File: src/rtl/core/fte_pkg.sv
`timescale 1ns / 1ps

package fte_pkg;

  // Field widths
  localparam int COORD_W     = 32;
  localparam int FACE_W      = 16;
  localparam int PROJ_W      = 64;
  localparam int EXT_W       = 21;
  localparam int CFG_INDEX_W = 4;
  localparam int CFG_DATA_W  = 32;

  // Texel size, a power of two; projections are Q31.32
  localparam int TEXEL_SIZE   = 16;
  localparam int STEP_SHIFT   = $clog2(TEXEL_SIZE) + 32;
  localparam int QUOT_W       = PROJ_W - STEP_SHIFT;

  // Running extent sentinels in Q31.32
  localparam logic signed [PROJ_W-1:0] MIN_SENTINEL = 64'sd999999 <<< 32;
  localparam logic signed [PROJ_W-1:0] MAX_SENTINEL = -(64'sd99999 <<< 32);

  // Output clamp limits
  localparam logic signed [EXT_W-1:0] EXT_HIGH = {1'b0, {(EXT_W-1){1'b1}}};
  localparam logic signed [EXT_W-1:0] EXT_LOW  = {1'b1, {(EXT_W-1){1'b0}}};

  // Configuration register indexes
  typedef enum logic [CFG_INDEX_W-1:0] {
    REG_S_AXIS_X = 4'd0,
    REG_S_AXIS_Y = 4'd1,
    REG_S_AXIS_Z = 4'd2,
    REG_S_SHIFT  = 4'd3,
    REG_T_AXIS_X = 4'd4,
    REG_T_AXIS_Y = 4'd5,
    REG_T_AXIS_Z = 4'd6,
    REG_T_SHIFT  = 4'd7
  } cfg_reg_t;

  // One texture axis with its offset, Q15.16
  typedef struct packed {
    logic signed [COORD_W-1:0] x;
    logic signed [COORD_W-1:0] y;
    logic signed [COORD_W-1:0] z;
    logic signed [COORD_W-1:0] shift;
  } axis_t;

  // Queue entry between front and back
  typedef struct packed {
    logic signed [PROJ_W-1:0] proj_s;
    logic signed [PROJ_W-1:0] proj_t;
    logic                     last;
    logic [FACE_W-1:0]        face;
  } qitem_t;

  // Exact Q15.16 x Q15.16 product in Q31.32
  function automatic logic signed [PROJ_W-1:0] mul32(input logic signed [COORD_W-1:0] a,
                                                    input logic signed [COORD_W-1:0] b);
    logic signed [PROJ_W-1:0] wa;
    logic signed [PROJ_W-1:0] wb;
    wa = PROJ_W'(a);
    wb = PROJ_W'(b);
    mul32 = wa * wb;
  endfunction

  // 64-bit add saturating to the signed range
  function automatic logic signed [PROJ_W-1:0] sat_add64(input logic signed [PROJ_W-1:0] a,
                                                        input logic signed [PROJ_W-1:0] b);
    logic signed [PROJ_W:0] s;
    s = {a[PROJ_W-1], a} + {b[PROJ_W-1], b};
    if (s[PROJ_W] != s[PROJ_W-1]) begin
      sat_add64 = s[PROJ_W] ? {1'b1, {(PROJ_W-1){1'b0}}} : {1'b0, {(PROJ_W-1){1'b1}}};
    end else begin
      sat_add64 = s[PROJ_W-1:0];
    end
  endfunction

  // Q15.16 offset widened to Q31.32
  function automatic logic signed [PROJ_W-1:0] shift_q32(input logic signed [COORD_W-1:0] sh);
    shift_q32 = {{(PROJ_W-COORD_W-16){sh[COORD_W-1]}}, sh, 16'b0};
  endfunction

endpackage

File: src/rtl/core/fte_back.sv
`timescale 1ns / 1ps

// Running min/max per axis, then divide by the step and clamp
module fte_back import fte_pkg::*; (
  input  logic                    clk,
  input  logic                    rst,
  input  logic                    not_empty,
  input  qitem_t                  q_item,
  output logic                    pop,
  output logic                    out_valid,
  input  logic                    out_ready,
  output logic [FACE_W-1:0]       done_face,
  output logic signed [EXT_W-1:0] min_s,
  output logic signed [EXT_W-1:0] min_t,
  output logic signed [EXT_W-1:0] max_s,
  output logic signed [EXT_W-1:0] max_t
);

  logic signed [PROJ_W-1:0] run_min_s, run_min_t, run_max_s, run_max_t;
  logic signed [PROJ_W-1:0] nmin_s, nmin_t, nmax_s, nmax_t;

  // finished face, waiting for the output register
  logic                     ext_valid;
  logic signed [PROJ_W-1:0] ext_min_s, ext_min_t, ext_max_s, ext_max_t;
  logic [FACE_W-1:0]        ext_face;
  logic                     ext_move;
  logic                     ext_free;

  function automatic logic signed [EXT_W-1:0] clamp_ext(input logic signed [QUOT_W:0] v);
    if (v > (QUOT_W+1)'(EXT_HIGH)) begin
      clamp_ext = EXT_HIGH;
    end else if (v < (QUOT_W+1)'(EXT_LOW)) begin
      clamp_ext = EXT_LOW;
    end else begin
      clamp_ext = v[EXT_W-1:0];
    end
  endfunction

  function automatic logic signed [QUOT_W:0] div_floor(input logic signed [PROJ_W-1:0] v);
    div_floor = {v[PROJ_W-1], v[PROJ_W-1:STEP_SHIFT]};
  endfunction

  function automatic logic signed [QUOT_W:0] div_ceil(input logic signed [PROJ_W-1:0] v);
    logic signed [QUOT_W:0] q;
    q = {v[PROJ_W-1], v[PROJ_W-1:STEP_SHIFT]};
    div_ceil = q + (QUOT_W+1)'(|v[STEP_SHIFT-1:0]);
  endfunction

  assign ext_move = ext_valid && (!out_valid || out_ready);
  assign ext_free = !ext_valid || ext_move;
  // a plain vertex never waits on the result side
  assign pop      = not_empty && (!q_item.last || ext_free);

  always_comb begin
    nmin_s = (q_item.proj_s < run_min_s) ? q_item.proj_s : run_min_s;
    nmin_t = (q_item.proj_t < run_min_t) ? q_item.proj_t : run_min_t;
    nmax_s = (q_item.proj_s > run_max_s) ? q_item.proj_s : run_max_s;
    nmax_t = (q_item.proj_t > run_max_t) ? q_item.proj_t : run_max_t;
  end

  // running extents
  always_ff @(posedge clk) begin
    if (rst) begin
      run_min_s <= MIN_SENTINEL;
      run_min_t <= MIN_SENTINEL;
      run_max_s <= MAX_SENTINEL;
      run_max_t <= MAX_SENTINEL;
    end else if (pop) begin
      if (q_item.last) begin
        run_min_s <= MIN_SENTINEL;
        run_min_t <= MIN_SENTINEL;
        run_max_s <= MAX_SENTINEL;
        run_max_t <= MAX_SENTINEL;
      end else begin
        run_min_s <= nmin_s;
        run_min_t <= nmin_t;
        run_max_s <= nmax_s;
        run_max_t <= nmax_t;
      end
    end
  end

  // finished-face stage
  always_ff @(posedge clk) begin
    if (rst) begin
      ext_valid <= 1'b0;
    end else if (pop && q_item.last) begin
      ext_valid <= 1'b1;
    end else if (ext_move) begin
      ext_valid <= 1'b0;
    end
  end

  always_ff @(posedge clk) begin
    if (pop && q_item.last) begin
      ext_min_s <= nmin_s;
      ext_min_t <= nmin_t;
      ext_max_s <= nmax_s;
      ext_max_t <= nmax_t;
      ext_face  <= q_item.face;
    end
  end

  // output register
  always_ff @(posedge clk) begin
    if (rst) begin
      out_valid <= 1'b0;
    end else if (ext_move) begin
      out_valid <= 1'b1;
    end else if (out_ready) begin
      out_valid <= 1'b0;
    end
  end

  always_ff @(posedge clk) begin
    if (ext_move) begin
      done_face <= ext_face;
      min_s     <= clamp_ext(div_floor(ext_min_s));
      min_t     <= clamp_ext(div_floor(ext_min_t));
      max_s     <= clamp_ext(div_ceil(ext_max_s));
      max_t     <= clamp_ext(div_ceil(ext_max_t));
    end
  end

endmodule

File: config.mk
export PLATFORM = sky130hd
export DESIGN_NAME = fte_back
export DESIGN_NICKNAME = d
export VERILOG_FILES = /design/src/rtl/core/fte_pkg.sv /design/src/rtl/core/fte_back.sv
export SDC_FILE = /design/constraint.sdc
export NUM_CORES = 1
export LEC_CHECK = 0
export BUFFER_PORTS_ARGS = -buffer_cell sky130_fd_sc_hd__buf_2
export CAP_MARGIN = 20
export CELL_PAD_IN_SITES_DETAIL_PLACEMENT = 0
export CELL_PAD_IN_SITES_GLOBAL_PLACEMENT = 1
export CORE_ASPECT_RATIO = 0.6
export CORE_MARGIN = 2
export CORE_UTILIZATION = 30
export DETAILED_ROUTE_END_ITERATION = 8
export PLACE_DENSITY_LB_ADDON = 0.1
export SLEW_MARGIN = 20
export SYNTH_ARGS = -nofsm -noshare
export SYNTH_HDL_FRONTEND = slang
export SYNTH_SLANG_ARGS = --single-unit
export TNS_END_PERCENT = 20
File: constraint.sdc
create_clock -name clk -period 16.65 [get_ports clk]
set_clock_uncertainty 0.2 [all_clocks]
set_input_delay 3.33 -clock clk [delete_from_list [all_inputs] [get_ports clk]]
set_output_delay 3.33 -clock clk [all_outputs]
set_load 0.01 [all_outputs]
==> impl_metrics.tcl <==
set metrics [dict create \
    status "finished clean" \
    cpPeakStageDelay_ns 0.50 \
    p_per_area_nw_per_um2 108 \
    synth_seq_cells 558 \
    avgSynthCellArea_um2 10.6 \
    hold_viol_final 0 \
    cts_buffers 59 \
    initial_core_util 0.305 \
    crit_top_cell "buf_2" \
    port_buffers 250 \
    setup_tns_ns 0 \
    top_layer "met5" \
    cts_tree "yes" \
    synthCells 2590 \
    rsz0062_at_grt "false" \
    cts_max_level 2 \
    first_iter_violations 1390 \
    cts-root-buf "clkbuf_16" \
    seqCellArea_um2 14200 \
    criticalPathCategory "in -> out" \
    via_per_inst 4.89 \
    synth-main-ff-cell "edfxtp_1" \
    p_clk_frac 0.396 \
    cts_hold_buf 0 \
    antenna_found_initial 6 \
    remaining_drc_errors 0 \
    critPathMaxFanout 25 \
    multi_input_area_um2 11900 \
    ctsResizeCount 0 \
    vdd_drop_max_v 0.0000776 \
    setup_viol 0 \
    p_seq_frac 0.457 \
    die_area_um2 94200 \
    crit_path_end_kind "output port" \
    pwr-share-comb 0.147 \
    syn-num-nets 2997 \
    drive_gt1_frac 0.156 \
    synth-seq-area-share 0.516 \
    ys_async_sr_fraction 0 \
    cts_setup_buffers 0 \
    slew_violations 0 \
    hold_class "reg -> reg" \
    first_pass_iters 5 \
    p_int_mw 2.53 \
    synth_cell_types 64 \
    clk_path_buf_depth 3 \
    worstMarginPinSlew_ns 1.06 \
    drtAntennaViolNets 0 \
    coreArea_um2 90200 \
    slowest_stage "nand2_2" \
    cp.arrival_ns 4.78 \
    gr-total-overflow 0 \
    cts.sinks 558 \
    fin_crit_ns 8.31 \
    holdWs_ns 0.215 \
    clk_latency_ns 0.64 \
    grtUsageTotal 0.167 \
    start_kind "input port" \
    max_freq_ghz 0.120 \
    clkSlewWorstSetupHoldPaths_ns 0.06 \
    wl_per_cell_um 19.5 \
    die-width_um 395 \
    gp_congestion 0.819 \
    layout_worst_path_cycle_share 0.499 \
    layout.nets 3215 \
    switchingPower_uw 949 \
    ys_warn_count 0 \
    areaGrowthSynthToFinish_pct 16.7 \
    worstPathCellList "buf_2 > nor2b_1 > nand3_1 > nand2_2 > inv_2 > buf_2" \
    grt_max_degree 98 \
    met2_length_um 30400 \
    fillers 9099 \
    dr_total_vias 19931 \
    met1_length_um 44700 \
    wl_um 79700 \
    maxSlewHeadroom 0.296 \
    synth_top_area_cell "edfxtp_1" \
    yosys-top-cells-area "edfxtp_1 (33%), dfxtp_1 (19%), ha_1 (12%)" \
    maxCapViolations 0 \
    ioPinCount 251 \
    final_core_util 0.356 \
    rows 85 \
    netlist_area_um2 27500 \
    grt_pass1_wl_um 120000 \
    required_ns 13.12 \
    fp.dieH_um 238 \
    wl_met3_um 3260 \
    synth_top_cell_area_share 0.328 \
    synth_edf_count 300 \
    switching_share 0.273 \
    dp_hpwl_um 56000 \
    grt_pass1_vias 19155 \
    leakage_nw 12.6 \
]
-- placed cells by master (no fill, tap or decap), drive strengths merged, types with 32 or more instances in the layout --
cell type    n
mux2i       32
inv        273
mux2        57
nand2      238
a22o       187
edfxtp     300
clkbuf      73
nand4       62
o21a        42
nor4        32
buf        280
nand3       40
o21ai      236
a21oi      127
ha         258
nor2       102
dfxtp      258
-- final cells by class --
class                      count  area share
sequential                   558       0.442
clock buffer                  73      0.0493
clock inverter                38      0.0120
tap                         1218      0.0475
multi-input combinational   1637       0.371
antenna                        4    0.000312
inverter                     272      0.0318
timing repair buffer         280      0.0466
-- kinds of logic (layout without fill, tap and decap cells) --
group                    after synthesis  in the layout  synth area share
AO/OA/AOI/OAI                        705            705             0.170
XOR/XNOR                              37             37            0.0125
adder cells (fa/ha/maj)              258            258             0.117
buffers and inverters                395            663            0.0559
flip-flops                           558            558             0.516
multiplexers                          89             89            0.0355
other                                  0              4                 0
AND/OR/NAND/NOR                      548            548            0.0928
-- layer usage --
metal  up-vias  global-route usage
li1       9917                   -
met1      9550               0.273
met2       372               0.224
met3        90              0.0253
met4         2              0.0341
met5         -                   0
-- worst paths after layout --
kind,startpoint,endpoint,slack [ns],cells past startpoint
hold / removal,ext_face[3],done_face[3],0.22,0
setup reg to reg,run_max_s[49],run_max_s[50],12.05,12
setup / recovery,out_ready,pop,8.34,6
hold reg to reg,ext_face[3],done_face[3],0.22,0
-- sequential cells by signal (all words and copies together), names as in the netlist --
register	cells
run_min_s	64
ext_max_t	64
run_max_t	64
min_t	21
ext_min_t	28
run_min_t	64
ext_max_s	64
out_valid	1
run_max_s	64
min_s	21
max_s	21
ext_face	16
max_t	21
done_face	16
ext_min_s	28
ext_valid	1
-- critical path, delay by kind of cell --
kind / cells / cell delay (ns)
simple gates: 3 / 0.99
buf+inv: 3 / 0.44
-- through the flow --
step | instance area [um2] | setup WS [ns] | instances | total power, mW
after CTS | 32100 | 7.97 | 4076 | 3.53
after floorplan | 27500 | 6.65 | 2590 | 1.94
after global placement | 30100 | 7.98 | 3964 | 2.12
after detailed placement | 30100 | 7.97 | 3965 | 2.13
final | 32100 | 8.34 | 4080 | 3.48
after global routing | 32100 | 8.18 | 4077 | 3.66
-- power groups by stage --
stage | Combinational (mW) | Sequential [mW] | Clock (mW)
after global routing | 0.580 | 1.60 | 1.48
after CTS | 0.515 | 1.59 | 1.42
final | 0.511 | 1.59 | 1.38
after detailed placement | 0.512 | 1.62 | 0
after global placement | 0.502 | 1.62 | 0
after floorplan | 0.326 | 1.62 | 0
-- synthesized netlist by cell type, drive strengths merged (5+ instances only) --
master and n:
nor2b 8, nor4 32, a211oi 12, a22o 187, nor3 18, ha 258, a21boi 5, dfxtp 258
o21a 42, mux2i 32, nand3 40, a31oi 27, nand2 238, inv 272, a221oi 8, xnor2 14
mux2 57, nand4 62, and4 11, buf 30, a311o 17, o21ai 236, a21oi 127, edfxtp 300
and3 9, xor2 23, clkbuf 93, nor2 102, nand2b 7, a21o 14
(Power assumes the default switching activity.)
