**config.mk**
```make
export PLATFORM = sky130hd
export DESIGN_NAME = fte_queue
export DESIGN_NICKNAME = d
export VERILOG_FILES = /design/src/rtl/core/fte_pkg.sv /design/src/rtl/core/fte_queue.sv
export SDC_FILE = /design/constraint.sdc
export NUM_CORES = 1
export LEC_CHECK = 0
export ABC_AREA = 1
export BUFFER_PORTS_ARGS = -buffer_cell sky130_fd_sc_hd__clkbuf_2
export CORE_MARGIN = 4
export CORE_UTILIZATION = 57
export DETAILED_ROUTE_END_ITERATION = 12
export PLACE_DENSITY = 0.76
export SYNTH_ARGS = -nofsm -noshare
export SYNTH_HDL_FRONTEND = slang
export SYNTH_SLANG_ARGS = --single-unit
export TNS_END_PERCENT = 50
```
**constraint.sdc**
```tcl
create_clock -name clk -period 4.3 [get_ports clk]
set_input_delay 0.215 -clock clk [delete_from_list [all_inputs] [get_ports clk]]
set_output_delay 0.215 -clock clk [all_outputs]
set_load 0.02 [all_outputs]
```
**src/rtl/core/fte_pkg.sv**
```systemverilog
`timescale 1ns / 1ps

package fte_pkg;

  // Field widths
  localparam int COORD_W     = 32;
  localparam int FACE_W      = 16;
  localparam int PROJ_W      = 64;
  localparam int EXT_W       = 21;
  localparam int CFG_INDEX_W = 4;
  localparam int CFG_DATA_W  = 32;

  // Texel size, a power of two; projections are Q31.32
  localparam int TEXEL_SIZE   = 16;
  localparam int STEP_SHIFT   = $clog2(TEXEL_SIZE) + 32;
  localparam int QUOT_W       = PROJ_W - STEP_SHIFT;

  // Running extent sentinels in Q31.32
  localparam logic signed [PROJ_W-1:0] MIN_SENTINEL = 64'sd999999 <<< 32;
  localparam logic signed [PROJ_W-1:0] MAX_SENTINEL = -(64'sd99999 <<< 32);

  // Output clamp limits
  localparam logic signed [EXT_W-1:0] EXT_HIGH = {1'b0, {(EXT_W-1){1'b1}}};
  localparam logic signed [EXT_W-1:0] EXT_LOW  = {1'b1, {(EXT_W-1){1'b0}}};

  // Configuration register indexes
  typedef enum logic [CFG_INDEX_W-1:0] {
    REG_S_AXIS_X = 4'd0,
    REG_S_AXIS_Y = 4'd1,
    REG_S_AXIS_Z = 4'd2,
    REG_S_SHIFT  = 4'd3,
    REG_T_AXIS_X = 4'd4,
    REG_T_AXIS_Y = 4'd5,
    REG_T_AXIS_Z = 4'd6,
    REG_T_SHIFT  = 4'd7
  } cfg_reg_t;

  // One texture axis with its offset, Q15.16
  typedef struct packed {
    logic signed [COORD_W-1:0] x;
    logic signed [COORD_W-1:0] y;
    logic signed [COORD_W-1:0] z;
    logic signed [COORD_W-1:0] shift;
  } axis_t;

  // Queue entry between front and back
  typedef struct packed {
    logic signed [PROJ_W-1:0] proj_s;
    logic signed [PROJ_W-1:0] proj_t;
    logic                     last;
    logic [FACE_W-1:0]        face;
  } qitem_t;

  // Exact Q15.16 x Q15.16 product in Q31.32
  function automatic logic signed [PROJ_W-1:0] mul32(input logic signed [COORD_W-1:0] a,
                                                    input logic signed [COORD_W-1:0] b);
    logic signed [PROJ_W-1:0] wa;
    logic signed [PROJ_W-1:0] wb;
    wa = PROJ_W'(a);
    wb = PROJ_W'(b);
    mul32 = wa * wb;
  endfunction

  // 64-bit add saturating to the signed range
  function automatic logic signed [PROJ_W-1:0] sat_add64(input logic signed [PROJ_W-1:0] a,
                                                        input logic signed [PROJ_W-1:0] b);
    logic signed [PROJ_W:0] s;
    s = {a[PROJ_W-1], a} + {b[PROJ_W-1], b};
    if (s[PROJ_W] != s[PROJ_W-1]) begin
      sat_add64 = s[PROJ_W] ? {1'b1, {(PROJ_W-1){1'b0}}} : {1'b0, {(PROJ_W-1){1'b1}}};
    end else begin
      sat_add64 = s[PROJ_W-1:0];
    end
  endfunction

  // Q15.16 offset widened to Q31.32
  function automatic logic signed [PROJ_W-1:0] shift_q32(input logic signed [COORD_W-1:0] sh);
    shift_q32 = {{(PROJ_W-COORD_W-16){sh[COORD_W-1]}}, sh, 16'b0};
  endfunction

endpackage

```
**src/rtl/core/fte_queue.sv**
```systemverilog
`timescale 1ns / 1ps

// Four-entry queue of projected vertices
module fte_queue import fte_pkg::*; (
  input  logic   clk,
  input  logic   rst,
  input  logic   push,
  input  qitem_t push_item,
  output logic   full,
  input  logic   pop,
  output logic   not_empty,
  output qitem_t pop_item
);

  localparam int DEPTH = 4;
  localparam int PTR_W = $clog2(DEPTH);

  qitem_t             entries [DEPTH];
  logic [PTR_W-1:0]   wr_ptr;
  logic [PTR_W-1:0]   rd_ptr;
  logic [PTR_W:0]     count;

  assign full      = (count == (PTR_W+1)'(DEPTH));
  assign not_empty = (count != '0);
  assign pop_item  = entries[rd_ptr];

  always_ff @(posedge clk) begin
    if (rst) begin
      wr_ptr <= '0;
      rd_ptr <= '0;
      count  <= '0;
    end else begin
      if (push) wr_ptr <= wr_ptr + 1'b1;
      if (pop)  rd_ptr <= rd_ptr + 1'b1;
      if (push && !pop) begin
        count <= count + 1'b1;
      end else if (pop && !push) begin
        count <= count - 1'b1;
      end
    end
  end

  always_ff @(posedge clk) begin
    if (push) entries[wr_ptr] <= push_item;
  end

endmodule

```
==> results of run 1 <==
==> power breakdown <==
group          total [mW]  internal [mW]  switching (mW)
Sequential           6.64           6.57          0.0700
Clock                4.81           2.78            2.03
Combinational        1.39          0.434           0.959
Total                12.8           9.78            3.06
==> synthesized netlist by cell type, drive strengths merged <==
cell type,n,area share (%)
a21oi,3,0.069
buf,34,1.2
clkbuf,61,1.1
dfxtp,9,0.83
edfxtp,580,80
fa,1,0.092
ha,5,0.29
inv,17,0.29
nand2,10,0.17
nand3,1,0.023
nand4,1,0.029
nor2,297,5.1
nor3,1,0.023
o21ai,295,6.8
o22ai,145,4.2
xor2,1,0.040
==> kinds of logic (layout without fill, tap and decap cells) <==
logic type,count (synthesis),count (layout)
buffers and inverters,112,577
adder cells (fa/ha/maj),6,6
XOR/XNOR,1,1
other,0,5
AO/OA/AOI/OAI,443,443
AND/OR/NAND/NOR,310,310
flip-flops,589,589
==> per-layer routing <==
metal | up-vias | share of wire (%) | GRT usage, %
met5 | - | 0 | 0
met4 | 0 | 2.5 | 7.42
met2 | 657 | 49 | 39.9
met1 | 6930 | 39 | 32.5
met3 | 95 | 9.3 | 5.57
li1 | 6381 | - | -
==> worst paths after layout <==
path	from	endpoint	slack, ns	cells after the start
worst max-delay path	register	pop_item[120]	1.10	5
worst min-delay path	rst	count[0]$_SDFFE_PP0P_	0.35	3
worst max register to register	wr_ptr[1]$_SDFFE_PP0P_	entries[1][130]$_DFFE_PP_	2.08	5
worst min register to register	rd_ptr[1]$_SDFFE_PP0P_	register	0.51	1
==> registers in the layout, summed over array words and instances, names as in the netlist, named ones only <==
register and flops:
wr_ptr 2, rd_ptr 2, entries 580, count 3
==> worst max-delay path, stage by stage (launching register included) <==
cell,delay (ns)
dfxtp_4,0.39
buf_12,0.68
buf_4,0.61
o21ai_0,0.17
o22ai_1,0.25
clkbuf_2,0.22
==> per-stage QoR <==
stage	hold WS, ns	worst slack (ns)	std cells
after CTS	0.305	1.07	2437
final	0.353	1.10	2442
after detailed placement	0.391	1.74	2187
after global placement	0.389	1.84	2187
after floorplan	0.287	0.424	1461
after global routing	0.349	0.854	2440
==> cell type report <==
class,count,area (µm²)
sequential,589,17600
multi-input combinational,760,3660
tap,511,639
timing repair buffer,458,3130
inverter,17,96.3
antenna,5,12.5
clock buffer,66,1460
fill,2309,10700
clock inverter,36,330
==> layout by cell type (no fill, tap or decap) <==
cell and count:
a21oi_1 3, buf_12 5, buf_4 10, bufinv_16 6, clkbuf_1 9, clkbuf_16 57
clkbuf_2 295, clkinv_1 13, clkinv_2 12, clkinvlp_4 2, dfxtp_1 7, dfxtp_4 2
diode_2 5, dlygate4sd3_1 148, edfxtp_1 580, fa_1 1, ha_1 5, inv_1 11
inv_6 8, inv_8 1, nand2_1 10, nand3_1 1, nand4_1 1, nor2_1 297
nor3_1 1, o21ai_0 295, o22ai_1 145, xor2_1 1
==> impl_metrics.ini, run 1 <==
[sta]
slew_viol_final = 0
period_share_pct = 74.5
fmax_mhz = 312
fin_skew_ns = 0.0237
hold_viol = 0
relSlewSlack_pct = 22.6
tightest_slew_ns = 1.16
setup-tns-final_ns = 0
final-setup-viol-count = 0
rsz0062_at_grt = no
period_minus_slack_ns = 3.20

[logic_synthesis]
syn-instance-count = 1461
synth_compound_area_share_pct = 11.0
synth_nets = 1616
ys_ff_latch = 589
ys_types = 19
synth_adder_area_share_pct = 0.379
postSynthAreaPerCell_um2 = 14.9
yosysSeqAreaShare_pct = 80.7
synth-xor-area-share_pct = 0.0402
synth.mux.area_fraction_pct = 0
synth_top_family_by_area = compound AO/OA/AOI/OAI gates
synth-simple-area-share_pct = 5.36
netlist_area_mm2 = 0.0218
yosysWarningCount = 0

[die]
die_w_um = 204
dieArea_mm2 = 0.0414
placementRows = 71
fp.coreArea_mm2 = 0.0377
initial_utilization_pct = 57.9
fp.dieH_um = 204
pin_count = 296

[route]
route.detailed.drc = 0
post_drt_wl_per_cell_um = 20.8
via_per_inst = 5.76
first_pass_iters = 8
drt_iter0_drc = 1342
antenna_left = 0
via_count = 14100
finalWirelength_mm = 50.8

[setup_path]
arrival_ns = 2.99
crit_required_ns = 4.09
cp-end-kind = output pin
start_kind = register
critPathKind = reg2out
cp_max_fo = 231

[grt]
antenna_found_initial = 4
grt_util_all_layers_pct = 24.1
grt_max_degree = 232
first_global_vias = 13900
grt_first_pass_wirelength_mm = 78.5
gr-total-overflow = 0

[job]
max_cap_violations = 0

[run_status]
run_status = finished clean

[worst_hold_path]
hold_path.class = in2reg

[cts]
cts_buffers = 56
cts_tree = done
clockBufferDepth = 3
hold_buffers = 148
insertion_delay_ns = 0.60
clock-sinks = 589
clockRootBuffer = clkbuf_16
post_cts_buffers = 0
post_cts_resized = 0
htree_levels = 2
clkTransAtPathRegs_ns = 0.07

[placement]
dpl-instance-area_mm2 = 0.0237
detailed_place_hpwl_mm = 26.2
portBuffers = 295
place_congestion = 0.792

[finish]
final_area_mm2 = 0.0269
nets = 2037
final_core_util_pct = 71.5
area_growth_pct = 23.5
drive_above_1_share_pct = 20.7

[pwr]
ir_worst_vdd_v = 0.000419
totalPowerFinal_mw = 12.8
power_density_mw_per_mm2 = 477
power.leakage_nw = 9.53
Note: power is estimated with default switching activity, not from simulation.
==> inputs of run 2 (changes only) <==
--- a/config.mk
+++ b/config.mk
@@ -5,12 +5,12 @@
 export SDC_FILE = /design/constraint.sdc
 export NUM_CORES = 1
 export LEC_CHECK = 0
-export ABC_AREA = 1
+export ABC_AREA = 0
 export BUFFER_PORTS_ARGS = -buffer_cell sky130_fd_sc_hd__clkbuf_2
 export CORE_MARGIN = 4
-export CORE_UTILIZATION = 57
+export CORE_UTILIZATION = 51
 export DETAILED_ROUTE_END_ITERATION = 12
-export PLACE_DENSITY = 0.76
+export PLACE_DENSITY = 0.72
 export SYNTH_ARGS = -nofsm -noshare
 export SYNTH_HDL_FRONTEND = slang
 export SYNTH_SLANG_ARGS = --single-unit
==> constraint.sdc (replaced) <==
create_clock -name clk -period 2.8 [get_ports clk]
set_input_delay 0.14 -clock clk [delete_from_list [all_inputs] [get_ports clk]]
set_output_delay 0.14 -clock clk [all_outputs]
set_load 0.02 [all_outputs]
==> impl_metrics.ini, run 2 <==
[pwr]
power_density_mw_per_mm2 = 737
ir_worst_vdd_v = 0.000567
totalPowerFinal_mw = 19.9
power.leakage_nw = 9.23

[logic_synthesis]
postSynthAreaPerCell_um2 = 26.6
syn-instance-count = 801
yosys.area.top_type = edfxtp_1
synth_flop_cell = edfxtp_1
synth.top_cell.area_share_pct = 81.7
netlist_area_mm2 = 0.0213
yosysWarningCount = 0
yosysSeqAreaShare_pct = 82.5
synth_nets = 956
synth_edf_count = 580
async_flop_share_pct = 0
ys_ff_latch = 589
ys_types = 20
synth_most_common_cell = edfxtp_1
yosys-top-cells-area = edfxtp_1 82%, mux4_2 15%, dfxtp_1 0.85%
synthTopCellsByCount = 580 x edfxtp_1, 145 x mux4_2, 16 x buf_2

[route]
route.detailed.drc = 0
finalWirelength_mm = 42.9
first_pass_iters = 4
via_count = 10300
antenna_left = 0
wl_met1_mm = 16.9
wl_met2_mm = 21.6
via_per_inst = 5.47
drt_iter0_drc = 854
top_layer = met5
met3_length_mm = 3.55
post_drt_wl_per_cell_um = 22.9

[sta]
rsz0062_at_grt = no
fin_skew_ns = 0.0105
slew_viol_final = 0
final-setup-viol-count = 0
period_share_pct = 89.7
hold_viol = 0
relSlewSlack_pct = 62.1
tightest_slew_ns = 0.568
fmax_mhz = 398
period_minus_slack_ns = 2.51
setup_slack_ns = 0.288

[setup_path]
worst-path-buf-inv = 2
cp-end-kind = output pin
start_kind = register
crit_required_ns = 2.66
cpLargestDelayFamily = flip-flops
cp_num_cells = 3
cpPeakStageDelay_ns = 0.72
cp_cell_sequence = buf_4 > mux4_2 > clkbuf_2
critPathKind = reg2out
arrival_ns = 2.37
worst-r2r-cell-count = 3
cp_max_fo = 23
critPathSlowestCell = dfxtp_4

[die]
placementRows = 74
dieArea_mm2 = 0.0451
initial_utilization_pct = 51.9
die_w_um = 212
fp.coreArea_mm2 = 0.0411
pin_count = 296
fp.dieH_um = 212

[finish]
fin_cells = 1874
final_common_cell = edfxtp_1
area_growth_pct = 26.4
layout_common_cells = 580 x edfxtp_1, 295 x clkbuf_2, 149 x dlygate4sd3_1
final_core_util_pct = 65.5
reg_top3 = entries x580, count x3
regMostFlops = entries
drive_above_1_share_pct = 40.5
largest_register_ffs = 580
fillers = 2606
nets = 1452

[cts]
htree_levels = 2
clock-sinks = 589
cts_buffers = 56
clockRootBuffer = clkbuf_16
cts_tree = done
clockBufferDepth = 3
post_cts_resized = 0
insertion_delay_ns = 0.59
clkTransAtPathRegs_ns = 0.06

[grt]
grt_util_all_layers_pct = 19.4
gr-total-overflow = 0
grt_first_pass_wirelength_mm = 66.4
grt_max_degree = 72
first_global_vias = 11200
antenna_found_initial = 4

[worst_hold_path]
hold_path.class = in2reg
hold_depth = 2

[placement]
place_congestion = 0.700
detailed_place_hpwl_mm = 25.4
place_inst = 1622
portBuffers = 295
place_ws_ns = 0.845

[job]
max_cap_violations = 0

[run_status]
run_status = finished clean
run 2: cell count changes after synthesis, sizes merged, moves of 4 or more:
cell,delta
o21ai,-294
nor2,-290
mux4,+145
o22ai,-145
clkbuf,-55
inv,-13
nand2,-9
buf,-7
and2,+4
run 2: routing by layer:
metal | up-vias | global-route usage [%]
met1 | 5337 | 26.7
li1 | 4464 | -
met5 | - | 0
met4 | 6 | 4.66
met2 | 383 | 31.7
met3 | 68 | 5.42
run 2: final cells by class:
type / instances / area, µm² / area share, %
diodes: 2 / 5.00 / 0.0186
well taps: 532 / 666 / 2.47
clock buffers: 79 / 1540 / 5.71
flip-flops and latches: 589 / 17600 / 65.3
clock inverters: 22 / 224 / 0.831
repair buffers: 471 / 3380 / 12.6
multi-input cells: 175 / 3510 / 13.0
inverters: 4 / 15.0 / 0.0557
run 2: through the flow:
step / hold slack, ns / setup TNS, ns / area, µm²
after floorplan: 0.239 / -453.23 / 21300
after global placement: 0.354 / 0 / 23700
after detailed placement: 0.358 / 0 / 23700
after CTS: 0.265 / 0 / 26900
after global routing: 0.283 / 0 / 26900
final: 0.318 / 0 / 26900
run 2: path summary, 6_finish.rpt:
kind	slack (ns)	end	from
worst min-delay path	0.32	entries[3][139]$_DFFE_PP_	push_item[139]
worst max register to register	1.03	entries[1][63]$_DFFE_PP_	wr_ptr[0]$_SDFFE_PP0P_
worst max-delay path	0.29	pop_item[43]	register
worst min register to register	0.51	count[2]$_SDFFE_PP0P_	count[2]$_SDFFE_PP0P_
run 2: power breakdown:
part	leakage [nW]	internal, mW	total, mW	switching, mW
logic	2.97	1.00	2.31	1.31
clock network	0.856	4.26	7.28	3.02
registers	5.40	10.1	10.3	0.135
total	9.23	15.4	19.9	4.46
run 2: timing repair:
action / in CTS / in global routing
hold buffers: 149 / 0
setup buffers: 0 / 0
endpoints found under the hold margin: 589 / 0
run 2: cell families (layout without fill, tap and decap cells):
group           count (synthesis)  in the layout  share of synthesized area (%)
flops                         589            589                           82.5
mux                           147            147                           15.4
buf+inv                        37            576                           1.06
simple gates                   15             15                          0.352
fa+ha+maj                       6              6                          0.387
xor+xnor                        5              5                          0.205
compound gates                  2              2                         0.0469
other cells                     0              2                              0
run 2: worst reg2reg max path, stage by stage (launching register included):
cell     delay, ns
dfxtp_1       0.40
ha_1          0.17
and2_4        0.50
buf_4         0.37
==> inputs of run 3 (changes only) <==
--- a/config.mk
+++ b/config.mk
@@ -8,9 +8,9 @@
 export ABC_AREA = 0
 export BUFFER_PORTS_ARGS = -buffer_cell sky130_fd_sc_hd__clkbuf_2
 export CORE_MARGIN = 4
-export CORE_UTILIZATION = 51
+export CORE_UTILIZATION = 40
 export DETAILED_ROUTE_END_ITERATION = 12
-export PLACE_DENSITY = 0.72
+export PLACE_DENSITY = 0.58
 export SYNTH_ARGS = -nofsm -noshare
 export SYNTH_HDL_FRONTEND = slang
 export SYNTH_SLANG_ARGS = --single-unit
==> constraint.sdc (replaced) <==
create_clock -name clk -period 2.1 [get_ports clk]
set_input_delay 0.105 -clock clk [delete_from_list [all_inputs] [get_ports clk]]
set_output_delay 0.105 -clock clk [all_outputs]
set_load 0.02 [all_outputs]
==> impl_metrics.ini, run 3 (same netlist as run 2, synthesis figures left out) <==
[sta]
slew_viol_final = 0
relSlewSlack_pct = 70.7
worst_hold_slack_ns = 0.272
rsz0062_at_grt = yes
fin_skew_ns = 0.00648
hold_viol = 0
setup_slack_ns = -0.0863
setup-tns-final_ns = -3.71
period_minus_slack_ns = 2.19
final-setup-viol-count = 115
fmax_mhz = 457
tightest_slew_ns = 0.439
period_share_pct = 104

[pwr]
swShare_pct = 22.4
clkPwrFrac_pct = 38.1
internal_power_mw = 21.4
p_sw_mw = 6.17
pwr-share-seq_pct = 49.5
power.leakage_nw = 9.58
ir_worst_vdd_v = 0.000770
p_comb_share_pct = 12.5
power_density_mw_per_mm2 = 985

[route]
antenna_left = 0
first_pass_iters = 4
via_per_inst = 4.96
post_drt_wl_per_cell_um = 21.3
via_count = 10300
finalWirelength_mm = 44.0
drt_iter0_drc = 633
route.detailed.drc = 0

[finish]
reg_top3 = entries x580, count x3
final_core_util_pct = 53.1
largest_register_ffs = 580
area_growth_pct = 31.3
nets = 1483
regMostFlops = entries
drive_above_1_share_pct = 42.3
layout_common_cells = 580 x edfxtp_1, 201 x clkbuf_2, 148 x dlygate4sd3_1
final_common_cell = edfxtp_1
fillers = 4044

[setup_path]
cp_max_fo = 13
cp_cell_sequence = buf_12 > buf_16 > mux4_2 > buf_2
critPathKind = reg2out
critPathSlowestCell = mux4_2
cp-end-kind = output pin
arrival_ns = 2.08
start_kind = register
cpPeakStageDelay_ns = 0.52
crit_required_ns = 2.00

[grt]
antenna_found_initial = 2
met1_usage_pct = 21.1
gr-usage-met3_pct = 3.91
met2_usage_pct = 24.8
first_global_vias = 11300
busiest_layer = met2
grt_max_degree = 59
gr-total-overflow = 0
grt_util_all_layers_pct = 15.3
grt_first_pass_wirelength_mm = 67.1

[job]
max_cap_violations = 0

[cts]
cts_buffers = 60
clockBufferDepth = 3
clkTransAtPathRegs_ns = 0.06
insertion_delay_ns = 0.59
cts_tree = done
clock-sinks = 589
clockRootBuffer = clkbuf_16
htree_levels = 2

[placement]
place_congestion = 0.690
portBuffers = 295
place_ws_ns = 0.348
detailed_place_hpwl_mm = 26.6

[die]
die_w_um = 239
placementRows = 84
dieArea_mm2 = 0.0571
fp.dieH_um = 239
fp.coreArea_mm2 = 0.0527
pin_count = 296
initial_utilization_pct = 40.5

[run_status]
violations = setup timing
run_status = finished, violations left

[worst_hold_path]
hold_path.class = in2reg
-- run 3: cell count changes in the layout (fill, tap and decap cells not counted), moves of 3 or more --
cell,previous run,this run
buf_12,17,25
buf_8,0,9
clkbuf_2,295,201
clkinvlp_4,0,4
bufinv_16,5,8
clkinv_2,4,8
clkbuf_16,57,64
buf_4,10,19
buf_2,0,70
buf_6,0,14
buf_16,0,5
-- run 3: per-layer routing --
layer  vias to the layer above  wire length (µm)  part of all wire, %
li1                       4549                 -                    -
met1                      5392             18800                   43
met2                       270             21500                   49
met3                        62              3070                  7.0
met4                         2               738                  1.7
met5                         -                13                0.030
-- run 3: final timing paths --
check	start	to	slack (ns)	cells past startpoint
max	register	pop_item[105]	-0.09	4
min	push_item[64]	entries[3][64]$_DFFE_PP_	0.27	2
max reg2reg	wr_ptr[0]$_SDFFE_PP0P_	entries[3][87]$_DFFE_PP_	0.52	3
min reg2reg	count[2]$_SDFFE_PP0P_	count[2]$_SDFFE_PP0P_	0.51	2
-- run 3: final cells by class --
type                       count  area (µm²)  share of cell area [%]
timing repair buffer         498        4030                    14.4
multi-input combinational    175        3510                    12.5
clock inverter                34         368                    1.31
clock buffer                  78        1590                    5.68
antenna                        4        10.0                  0.0358
sequential                   589       17600                    62.9
tap                          688         861                    3.08
inverter                       4        15.0                  0.0537
-- run 3: stage by stage --
| step | area [µm²] | std cells | power, mW |
|---|---|---|---|
| 4_1_cts | 27800 | 2058 | 27.8 |
| 5_1_grt | 28000 | 2067 | 28.7 |
| 2_1_floorplan | 21300 | 801 | 15.7 |
| 6_report | 28000 | 2070 | 27.6 |
| 3_5_place_dp | 24100 | 1791 | 16.9 |
| 3_3_place_gp | 24100 | 1791 | 16.9 |
-- run 3: power by group through the flow --
stage               combinational [mW]  sequential (mW)  clock [mW]
global route                      3.68             13.7        11.3
detailed placement                3.05             13.9           0
floorplan                         1.81             13.9           0
finish                            3.44             13.6        10.5
CTS                               3.41             13.6        10.8
global placement                  3.03             13.9           0
-- run 3: critical path, delay by kind of cell (launching register included) --
kind,cells,cell delay [ns]
buffers and inverters,3,0.56
multiplexers,1,0.52
flip-flops,1,0.39
-- run 3: what timing repair did --
item | CTS | global route
hold buffers | 148 | 0
endpoints found under the setup margin | 145 | 138
gates resized for setup | 32 | 111
cloned | 0 | 4
hold endpoints to repair | 589 | 0
setup buffers | 7 | 4
